$ cat src/gf2_polynomial_arith_unit_core_defines.svh
// assertion macros for the gf2 polynomial arithmetic unit
// used by gf2_polynomial_arith_unit_core, relies on clk and rst_n in scope
`ifndef GF2_POLYNOMIAL_ARITH_UNIT_CORE_DEFINES_SVH
`define GF2_POLYNOMIAL_ARITH_UNIT_CORE_DEFINES_SVH

// same-cycle implication under reset
`define GPAU_ASSERT_NOW(label, ante, cons, msg) \
  label: assert property (@(posedge clk) disable iff (!rst_n) (ante) |-> (cons)) \
    else $error(msg);

// next-cycle implication under reset
`define GPAU_ASSERT_NEXT(label, ante, cons, msg) \
  label: assert property (@(posedge clk) disable iff (!rst_n) (ante) |=> (cons)) \
    else $error(msg);

`endif

$ cat src/gf2pau_pkg.sv
// shared types and constants for the gf2 polynomial arithmetic unit
// no dependencies
package gf2pau_pkg;

  localparam int OP_W   = 2;
  localparam int OPND_W = 32;
  localparam int MAIN_W = 63;
  localparam int REM_W  = 32;
  localparam int DEG_W  = 6;

  localparam logic [OP_W-1:0] OP_ADD = 2'd0;
  localparam logic [OP_W-1:0] OP_MUL = 2'd1;
  localparam logic [OP_W-1:0] OP_DIV = 2'd2;

  typedef struct packed {
    logic [OP_W-1:0]   op;
    logic [OPND_W-1:0] operand_a;
    logic [OPND_W-1:0] operand_b;
  } in_item_t;

  typedef struct packed {
    logic [MAIN_W-1:0] main_result;
    logic [REM_W-1:0]  remainder;
    logic [DEG_W-1:0]  result_degree;
    logic              divide_by_zero;
  } out_item_t;

  // control for one step of the shift-and-xor unit
  typedef struct packed {
    logic is_div;
    logic a_bit;
    logic b_bit;
  } step_ctl_t;

endpackage

$ cat src/gf2pau_step.sv
// one step of the shared shift-and-xor unit: carry-less multiply or long division
// depends on gf2pau_pkg
module gf2pau_step #(
  parameter int W = 32
) (
  input  gf2pau_pkg::step_ctl_t  ctl_i,
  input  logic [W-1:0]           a_i,
  input  logic [W-1:0]           b_i,
  input  logic [$clog2(W)-1:0]   db_i,
  input  logic [2*W-2:0]         acc_i,
  input  logic [W-1:0]           rem_i,
  output logic [2*W-2:0]         acc_o,
  output logic [W-1:0]           rem_o
);

  localparam int PW = 2 * W - 1;

  logic [W-1:0] r_sh;
  logic         hit;

  // bring down the next dividend bit, subtract divisor when its leading term is hit
  assign r_sh = {rem_i[W-2:0], ctl_i.a_bit};
  assign hit  = r_sh[db_i];

  always_comb begin
    if (ctl_i.is_div) begin
      acc_o = {acc_i[PW-2:0], hit};
      rem_o = hit ? (r_sh ^ b_i) : r_sh;
    end else begin
      acc_o = {acc_i[PW-2:0], 1'b0} ^ (ctl_i.b_bit ? PW'(a_i) : '0);
      rem_o = rem_i;
    end
  end

endmodule

$ cat src/gf2_polynomial_arith_unit_core.sv
// gf2 polynomial add, carry-less multiply and long division, W = OPERAND_WIDTH
// each item first runs a degree scan, one bit per cycle; multiply and divide (nonzero divisor)
// then run the shift-and-xor unit, while add, unused op and zero divisor go straight to done
// one item at a time: next input taken once the result is in the output register
// a finished result waits in the done state while out_stall holds the output register full
// reset: synchronous active-low rst_n, idles with no result pending
module gf2_polynomial_arith_unit_core #(
  parameter int OPERAND_WIDTH = 32
) (
  input  logic                   clk,
  input  logic                   rst_n,
  input  logic                   in_valid,
  output logic                   in_stall,
  input  gf2pau_pkg::in_item_t   in_data,
  output logic                   out_valid,
  input  logic                   out_stall,
  output gf2pau_pkg::out_item_t  out_data
);

  `include "gf2_polynomial_arith_unit_core_defines.svh"

  localparam int W  = OPERAND_WIDTH;
  localparam int PW = 2 * W - 1;
  localparam int CW = $clog2(W);
  localparam int MW = gf2pau_pkg::MAIN_W;
  localparam int RW = gf2pau_pkg::REM_W;
  localparam int DW = gf2pau_pkg::DEG_W;

  localparam logic [1:0] S_IDLE = 2'd0;
  localparam logic [1:0] S_SCAN = 2'd1;
  localparam logic [1:0] S_RUN  = 2'd2;
  localparam logic [1:0] S_DONE = 2'd3;

  logic [1:0]                    state_r, state_nxt;
  logic [CW-1:0]                 cnt_r, cnt_nxt;
  logic [gf2pau_pkg::OP_W-1:0]   op_r, op_nxt;
  logic [W-1:0]                  a_r, a_nxt;
  logic [W-1:0]                  b_r, b_nxt;
  logic [CW-1:0]                 da_r, da_nxt;
  logic [CW-1:0]                 db_r, db_nxt;
  logic [CW-1:0]                 dx_r, dx_nxt;
  logic [PW-1:0]                 acc_r, acc_nxt;
  logic [W-1:0]                  rem_r, rem_nxt;
  logic                          out_valid_r, out_valid_nxt;
  gf2pau_pkg::out_item_t         out_data_r, out_data_nxt;

  gf2pau_pkg::step_ctl_t         step_ctl;
  logic [PW-1:0]                 step_acc;
  logic [W-1:0]                  step_rem;
  logic [W-1:0]                  x_w;
  logic                          a_nz, b_nz;
  gf2pau_pkg::out_item_t         res;

  assign in_stall  = (state_r != S_IDLE);
  assign out_valid = out_valid_r;
  assign out_data  = out_data_r;

  assign x_w  = a_r ^ b_r;
  assign a_nz = (a_r != '0);
  assign b_nz = (b_r != '0);

  assign step_ctl.is_div = (op_r == gf2pau_pkg::OP_DIV);
  assign step_ctl.a_bit  = a_r[cnt_r];
  assign step_ctl.b_bit  = b_r[cnt_r];

  gf2pau_step #(
    .W (W)
  ) u_step (
    .ctl_i (step_ctl),
    .a_i   (a_r),
    .b_i   (b_r),
    .db_i  (db_r),
    .acc_i (acc_r),
    .rem_i (rem_r),
    .acc_o (step_acc),
    .rem_o (step_rem)
  );

  // result assembly from the finished accumulators and scanned degrees
  always_comb begin
    res = '0;
    unique case (op_r)
      gf2pau_pkg::OP_ADD: begin
        res.main_result   = MW'(x_w);
        res.result_degree = DW'(dx_r);
      end
      gf2pau_pkg::OP_MUL: begin
        res.main_result = MW'(acc_r);
        // leading terms never cancel over gf2
        if (a_nz && b_nz) begin
          res.result_degree = DW'(da_r) + DW'(db_r);
        end
      end
      gf2pau_pkg::OP_DIV: begin
        if (!b_nz) begin
          res.divide_by_zero = 1'b1;
        end else begin
          res.main_result = MW'(acc_r);
          res.remainder   = RW'(rem_r);
          if (a_nz && (da_r >= db_r)) begin
            res.result_degree = DW'(da_r) - DW'(db_r);
          end
        end
      end
      default: res = '0;
    endcase
  end

  always_comb begin
    state_nxt     = state_r;
    cnt_nxt       = cnt_r;
    op_nxt        = op_r;
    a_nxt         = a_r;
    b_nxt         = b_r;
    da_nxt        = da_r;
    db_nxt        = db_r;
    dx_nxt        = dx_r;
    acc_nxt       = acc_r;
    rem_nxt       = rem_r;
    out_data_nxt  = out_data_r;
    out_valid_nxt = out_valid_r && out_stall;

    unique case (state_r)
      S_IDLE: begin
        if (in_valid) begin
          op_nxt    = in_data.op;
          a_nxt     = in_data.operand_a[W-1:0];
          b_nxt     = in_data.operand_b[W-1:0];
          cnt_nxt   = '0;
          da_nxt    = '0;
          db_nxt    = '0;
          dx_nxt    = '0;
          acc_nxt   = '0;
          rem_nxt   = '0;
          state_nxt = S_SCAN;
        end
      end
      S_SCAN: begin
        // last set bit found going upwards is the degree
        if (a_r[cnt_r]) da_nxt = cnt_r;
        if (b_r[cnt_r]) db_nxt = cnt_r;
        if (x_w[cnt_r]) dx_nxt = cnt_r;
        if (cnt_r == CW'(W - 1)) begin
          if ((op_r == gf2pau_pkg::OP_MUL) || (op_r == gf2pau_pkg::OP_DIV && b_nz)) begin
            state_nxt = S_RUN;
          end else begin
            state_nxt = S_DONE;
          end
        end else begin
          cnt_nxt = cnt_r + 1'b1;
        end
      end
      S_RUN: begin
        acc_nxt = step_acc;
        rem_nxt = step_rem;
        if (cnt_r == '0) begin
          state_nxt = S_DONE;
        end else begin
          cnt_nxt = cnt_r - 1'b1;
        end
      end
      S_DONE: begin
        if (!out_valid_r || !out_stall) begin
          out_data_nxt  = res;
          out_valid_nxt = 1'b1;
          state_nxt     = S_IDLE;
        end
      end
      default: state_nxt = S_IDLE;
    endcase
  end

  always_ff @(posedge clk) begin
    if (!rst_n) begin
      state_r     <= S_IDLE;
      cnt_r       <= '0;
      out_valid_r <= 1'b0;
    end else begin
      state_r     <= state_nxt;
      cnt_r       <= cnt_nxt;
      out_valid_r <= out_valid_nxt;
    end
  end

  always_ff @(posedge clk) begin
    op_r       <= op_nxt;
    a_r        <= a_nxt;
    b_r        <= b_nxt;
    da_r       <= da_nxt;
    db_r       <= db_nxt;
    dx_r       <= dx_nxt;
    acc_r      <= acc_nxt;
    rem_r      <= rem_nxt;
    out_data_r <= out_data_nxt;
  end

  `GPAU_ASSERT_NEXT(a_accept_starts_scan, in_valid && !in_stall,
                    state_r == S_SCAN && cnt_r == '0, "transfer did not start the degree scan")
  `GPAU_ASSERT_NOW(a_rem_below_divisor, state_r == S_RUN && op_r == gf2pau_pkg::OP_DIV,
                   (rem_r >> db_r) == '0, "partial remainder reached divisor degree")
  `GPAU_ASSERT_NOW(a_dz_clears_result, out_valid && out_data.divide_by_zero,
                   out_data.main_result == '0 && out_data.remainder == '0 &&
                   out_data.result_degree == '0, "divide by zero result not cleared")
  `GPAU_ASSERT_NEXT(a_done_delivers, state_r == S_DONE && !(out_valid && out_stall),
                    out_valid && state_r == S_IDLE, "finished item not moved to output")

endmodule

$ cat config.mk
export PLATFORM = sky130hd
export DESIGN_NAME = gf2_polynomial_arith_unit_core
export DESIGN_NICKNAME = d
export VERILOG_FILES = /design/src/gf2pau_pkg.sv /design/src/gf2pau_step.sv /design/src/gf2_polynomial_arith_unit_core.sv
export VERILOG_INCLUDE_DIRS = /design/src /design/src/src
export SDC_FILE = /design/constraint.sdc
export NUM_CORES = 1
export LEC_CHECK = 0
export ABC_AREA = 0
export BUFFER_PORTS_ARGS = -buffer_cell sky130_fd_sc_hd__clkbuf_2
export CAP_MARGIN = 20
export CORE_UTILIZATION = 35
export CTS_BUF_LIST = sky130_fd_sc_hd__clkbuf_16
export CTS_CLUSTER_SIZE = 28
export DETAILED_ROUTE_END_ITERATION = 7
export HOLD_SLACK_MARGIN = 0.03
export MAX_ROUTING_LAYER = met4
export PLACE_DENSITY_LB_ADDON = 0.05
export SLEW_MARGIN = 20
export SYNTH_ARGS = -nofsm -noshare
export SYNTH_HDL_FRONTEND = slang
export SYNTH_SLANG_ARGS = --single-unit
$ cat constraint.sdc
create_clock -name clk -period 12.27 [get_ports clk]
set_clock_uncertainty 0.05 [all_clocks]
set_input_delay 2.454 -clock clk [delete_from_list [all_inputs] [get_ports clk]]
set_output_delay 2.454 -clock clk [all_outputs]
set_load 0.005 [all_outputs]
# Yosys cells after proc, flatten, opt, wreduce, memory -nomap -nowiden
# Cells that the tools add are included.
[word_totals]
out_inout_bits = 104
regBits = 286
[classes]
n_eq_ne = 16
n_reduce_logical = 27
add_sub_neg = 4
muxes = 40
bitwise = 3
order_cmp = 3
[op_table]
columns = ["operator", "count"]
rows = [
  ["$pmux W63 S3", 1],
  ["$mux W32", 4],
  ["$mux W63", 2],
  ["$pmux W63 S2", 1],
  ["$mux W101", 1],
  ["$pmux W32 S2", 1],
  ["$reduce_bool A32 Y1", 2],
  ["$xor A32 B32 Y32", 2],
  ["$xor A63 B63 Y63", 1],
  ["$mux W5", 6],
  ["$pmux W5 S2", 3],
  ["$bmux W1 S5", 4],
  ["$pmux W6 S3", 1],
  ["$ne A2 B2 Y1 const B", 8],
  ["$pmux W5 S3", 1],
  ["$lt A5 B6 Y1 const B", 2],
  ["$mux W6", 2],
  ["$reduce_and A3 Y1", 4],
  ["$mux W1", 8],
  ["$mux W2", 4],
  ["$pmux W2 S4", 1],
  ["$reduce_and A2 Y1", 4],
  ["$reduce_and A4 Y1", 2],
  ["$add A5 B5 Y6", 1],
  ["15 further kinds", 27],
]

# Longest topological paths before layout
[depth]
depth_word = 7
mapped_depth = 10
depth_no_buf = 9

# Modules after synthesis
# From an unflattened synthesis, not the netlist that was laid out.
[hier_totals]
cells_unflattened = 1090
area_unflattened_um2 = 14382.5
[by_module_without_submodules]
columns = ["module", "instances", "area_each_um2", "seq_area_each_um2", "cells_each"]
rows = [
  ["gf2_polynomial_arith_unit_core", 1, 12072.8, 8508.2, 770],
  ["gf2pau_step", 1, 2309.7, 0.0, 320],
]

# Least setup slack after synthesis
# OpenSTA, ideal clock, no wires.
[synth_timing]
kind = "in2reg"
start = "in out_stall"
end = "reg out_data_r (netlist bit out_data[0]) (enable)"
stages = 1
t_arrival_ps = 9810
required_time_ps = 11501
slack_ps = 1691
path_cell_list = "a21boi_0"
[synth_between]
elab_chain_len = 3
[synth_lines]
columns = ["item", "line_no", "text"]
rows = [
  ["start: declaration", "gf2_polynomial_arith_unit_core.sv:16", "input logic out_stall,"],
  ["$logic_not A1 Y1", "gf2_polynomial_arith_unit_core.sv:163", "if (!out_valid_r || !out_stall) begin"],
  ["$logic_or A1 B1 Y1", "gf2_polynomial_arith_unit_core.sv:163", ""],
  ["$reduce_and A2 Y1 (no source line)", "n/a", ""],
  ["end signal: assignment", "gf2_polynomial_arith_unit_core.sv:194", "out_data_r <= out_data_nxt;"],
  ["end: declaration", "gf2_polynomial_arith_unit_core.sv:45", "gf2pau_pkg::out_item_t out_data_r, out_data_nxt;"],
]
# No other way between the ends.
# A chain may end at the register's enable or synchronous reset.

# Final worst setup path
[layout_timing]
start = "reg state_r[0]"
end = "out in_stall"
[layout_between]
elab_chain_len = 1
[layout_lines]
columns = ["item", "line_no", "text"]
rows = [
  ["start: declaration", "gf2_polynomial_arith_unit_core.sv:34", "logic [1:0] state_r, state_nxt;"],
  ["start signal: assignment", "gf2_polynomial_arith_unit_core.sv:179", "state_r <= state_nxt;"],
  ["$reduce_bool A2 Y1", "gf2_polynomial_arith_unit_core.sv:54", "assign in_stall = (state_r != S_IDLE);"],
  ["end: declaration", "gf2_polynomial_arith_unit_core.sv:13", "output logic in_stall,"],
]
# No other way between the ends.

==> flow_metrics.tcl <==
set metrics [dict create \
    clockRootBuffer "clkbuf_16" \
    cp-start-kind "flip-flop" \
    fmax_mhz 236.3 \
    grt.busiest_layer "met2" \
    grt_usage 0.2090 \
    diodes 0 \
    synth_edf_count 278 \
    synth.area.top_cells "edfxtp_1 (60%), mux4_2 (3.5%), and2_1 (3.3%)" \
    dieWidth_um 202.0 \
    grt.met3_usage 0.03708 \
    cp_max_fo 6 \
    worst_slew_pin_slew_ps 994.7 \
    cts-hold-fix-buffers 0 \
    io_buffer_count 173 \
    die_h_um 202.0 \
    cap_viol_max_count 0 \
    hold_viol 0 \
    synth_seq_area_share 0.6078 \
    dr.pass1.iters 5 \
    rsz0062_at_grt "no" \
    initial_utilization 0.3588 \
    ys_ff_latch 286 \
    clockBufferDepth 3 \
    path_class "flip-flop to output port" \
    setup_viol 0 \
    layout_common_cells "edfxtp_1 (278), clkbuf_2 (173), inv_1 (98), a21oi_1 (76), and2_1 (73)" \
    grt_max_degree 66 \
    holdCritPathClass "flip-flop to flip-flop" \
    whs_path_depth 1 \
    postSynth.asyncResetShare 0 \
    slew_violations 0 \
    cts_setup_buffers 0 \
    fin_tns_setup_ps 0 \
    synth_area_mm2 0.01400 \
    coreArea_mm2 0.03901 \
    areaGrowthSynthToFinish_pct 17.93 \
    crit_required_ps 9770 \
    finalNetCount 1327 \
    max_slew_margin 0.3369 \
    clock-sinks 286 \
    path_clk_slew_ps 60 \
    via_per_inst 5.357 \
    grt.overflow.total 0 \
    syn_nets 1164 \
    ff2ff_path_depth 8 \
    wl_per_cell_um 23.30 \
    finalCritPeriodShare 0.3449 \
    ys_warn_count 0 \
    dp.cells 1716 \
    gp_congestion 0.8472 \
    final.min_clock_period_ps 4231 \
    post-route-util 0.4232 \
    use_met2 0.3030 \
    endpoint_kind "output port" \
    synth_top_flop_cell "edfxtp_1" \
    synth_cell_type_count 60 \
    synth_top_area_frac 0.5964 \
    synth_top_cell_by_area "edfxtp_1" \
    syn_area_per_cell_um2 13.04 \
    p_leak_nw 6.196 \
    grt_pass1_wl_mm 61.74 \
    synth.area.mux_share 0.05471 \
    clock_latency_ps 560 \
    placementRows 72 \
    drcViolationCount 0 \
    synth_xor_area_frac 0.02190 \
    synthSimpleGateAreaFrac 0.1038 \
    outcome "finished, final reports clean" \
    synthAdderAreaFrac 0.02038 \
    use_met1 0.3005 \
    final_common_cell "edfxtp_1" \
    layout-drive-gt1-share 0.2470 \
    synth-compound-area-share 0.1421 \
    finalPower_mw 4.306 \
    vias 9541 \
    hpwl_mm 28.61 \
    powerDensity_mw_per_mm2 260.9 \
    cts_buffers 35 \
    ir_drop_v 0.0001068 \
    ios 174 \
    cts_resized 0 \
    first_global_vias 9355 \
    worstPathArrival_ps 1730 \
    synth_top_family_by_area "compound AO/OA/AOI/OAI gates" \
    cts_tree "done" \
    antenna_found_initial 0 \
    drtIter0Drc 603 \
    antenna_left 0 \
    cts_max_level 2 \
    fp.dieArea_mm2 0.04080 \
    syn_inst 1073 \
    fin_cells 1781 \
    routed_wl_mm 41.49 \
]
[cell type report]
class,instances,area (um2)
fillers,3697,22500
flip-flops and latches,286,8508
multi-input cells,625,4847
repair buffers,196,1042
clock buffers,36,900.9
well taps,518,648.1
inverters,92,345.3
clock inverters,28,215.2
[metrics by stage]
| step | hold slack (ps) | worst slack [ps] | area [um2] |
|---|---|---|---|
| after floorplan | 446.3 | 1691 | 14000 |
| after global placement | 460.6 | 7811 | 15380 |
| after detailed placement | 461.2 | 7712 | 15380 |
| after CTS | 488.9 | 8040 | 16500 |
| after global routing | 508.4 | 7978 | 16510 |
| final | 480.4 | 8039 | 16510 |
[where the power goes]
part	switching [mW]	internal [mW]	total [mW]
Sequential	0.267	1.48	1.75
Clock	0.415	0.597	1.01
Combinational	1.01	0.533	1.55
Total	1.69	2.61	4.31
[logic make-up (layout without fill, tap and decap cells)]
kind of cell	count (synthesis)	in the layout
AOI/OAI and AO/OA	257	257
xor gates and xnor gates	35	35
adders and majority gates	21	21
buffers and inverters	162	352
DFF	286	286
muxes	47	47
and+or+nand+nor	265	265
[final timing paths]
| kind | endpoint | startpoint | slack [ps] |
|---|---|---|---|
| worst min register to register | out_data[101]$_DFFE_PP_ | acc_r[62]$_SDFFCE_PN0P_ | 480 |
| worst max-delay path | in_stall | state_r[0]$_SDFFE_PN0P_ | 8040 |
| worst min-delay path | out_data[101]$_DFFE_PP_ | acc_r[62]$_SDFFCE_PN0P_ | 480 |
| worst max register to register | rem_r[10]$_SDFFCE_PN0P_ | db_r[0]$_DFFE_PP_ | 8570 |
[synth_stat cells (all sizes together) (5+ instances only)]
cell	number
edfxtp	278
inv	92
a21oi	76
and2	74
nand2	53
clkbuf	46
o21ai	41
nor3	36
o2111ai	33
xor2	33
a22o	32
or3	32
o41ai	30
buf	24
mux4	23
mux2i	21
nor2	19
ha	18
nor4	17
a221oi	8
dfxtp	8
nand4	8
nand3	7
nor2b	7
a211oi	5
a21o	5
a22oi	5
[registers in the layout, indices dropped and copies added (netlist names)]
name       flops
rem_r         32
db_r           5
state_r        2
op_r           2
cnt_r          5
da_r           5
b_r           32
out_valid      1
dx_r           5
acc_r         63
a_r           32
out_data     102
[routing by layer]
| layer | vias to the layer above | part of all wire |
|---|---|---|
| met4 | 0 | 0.021 |
| met3 | 59 | 0.051 |
| li1 | 4434 | - |
| met2 | 290 | 0.44 |
| met5 | - | 0 |
| met1 | 4758 | 0.48 |
[worst max-delay path, stage by stage (launching register included)]
cell and delay (ps):
dfxtp_1 430, inv_1 100, ha_1 230, inv_1 230
clkbuf_2 180
(Power assumes the default switching activity.)
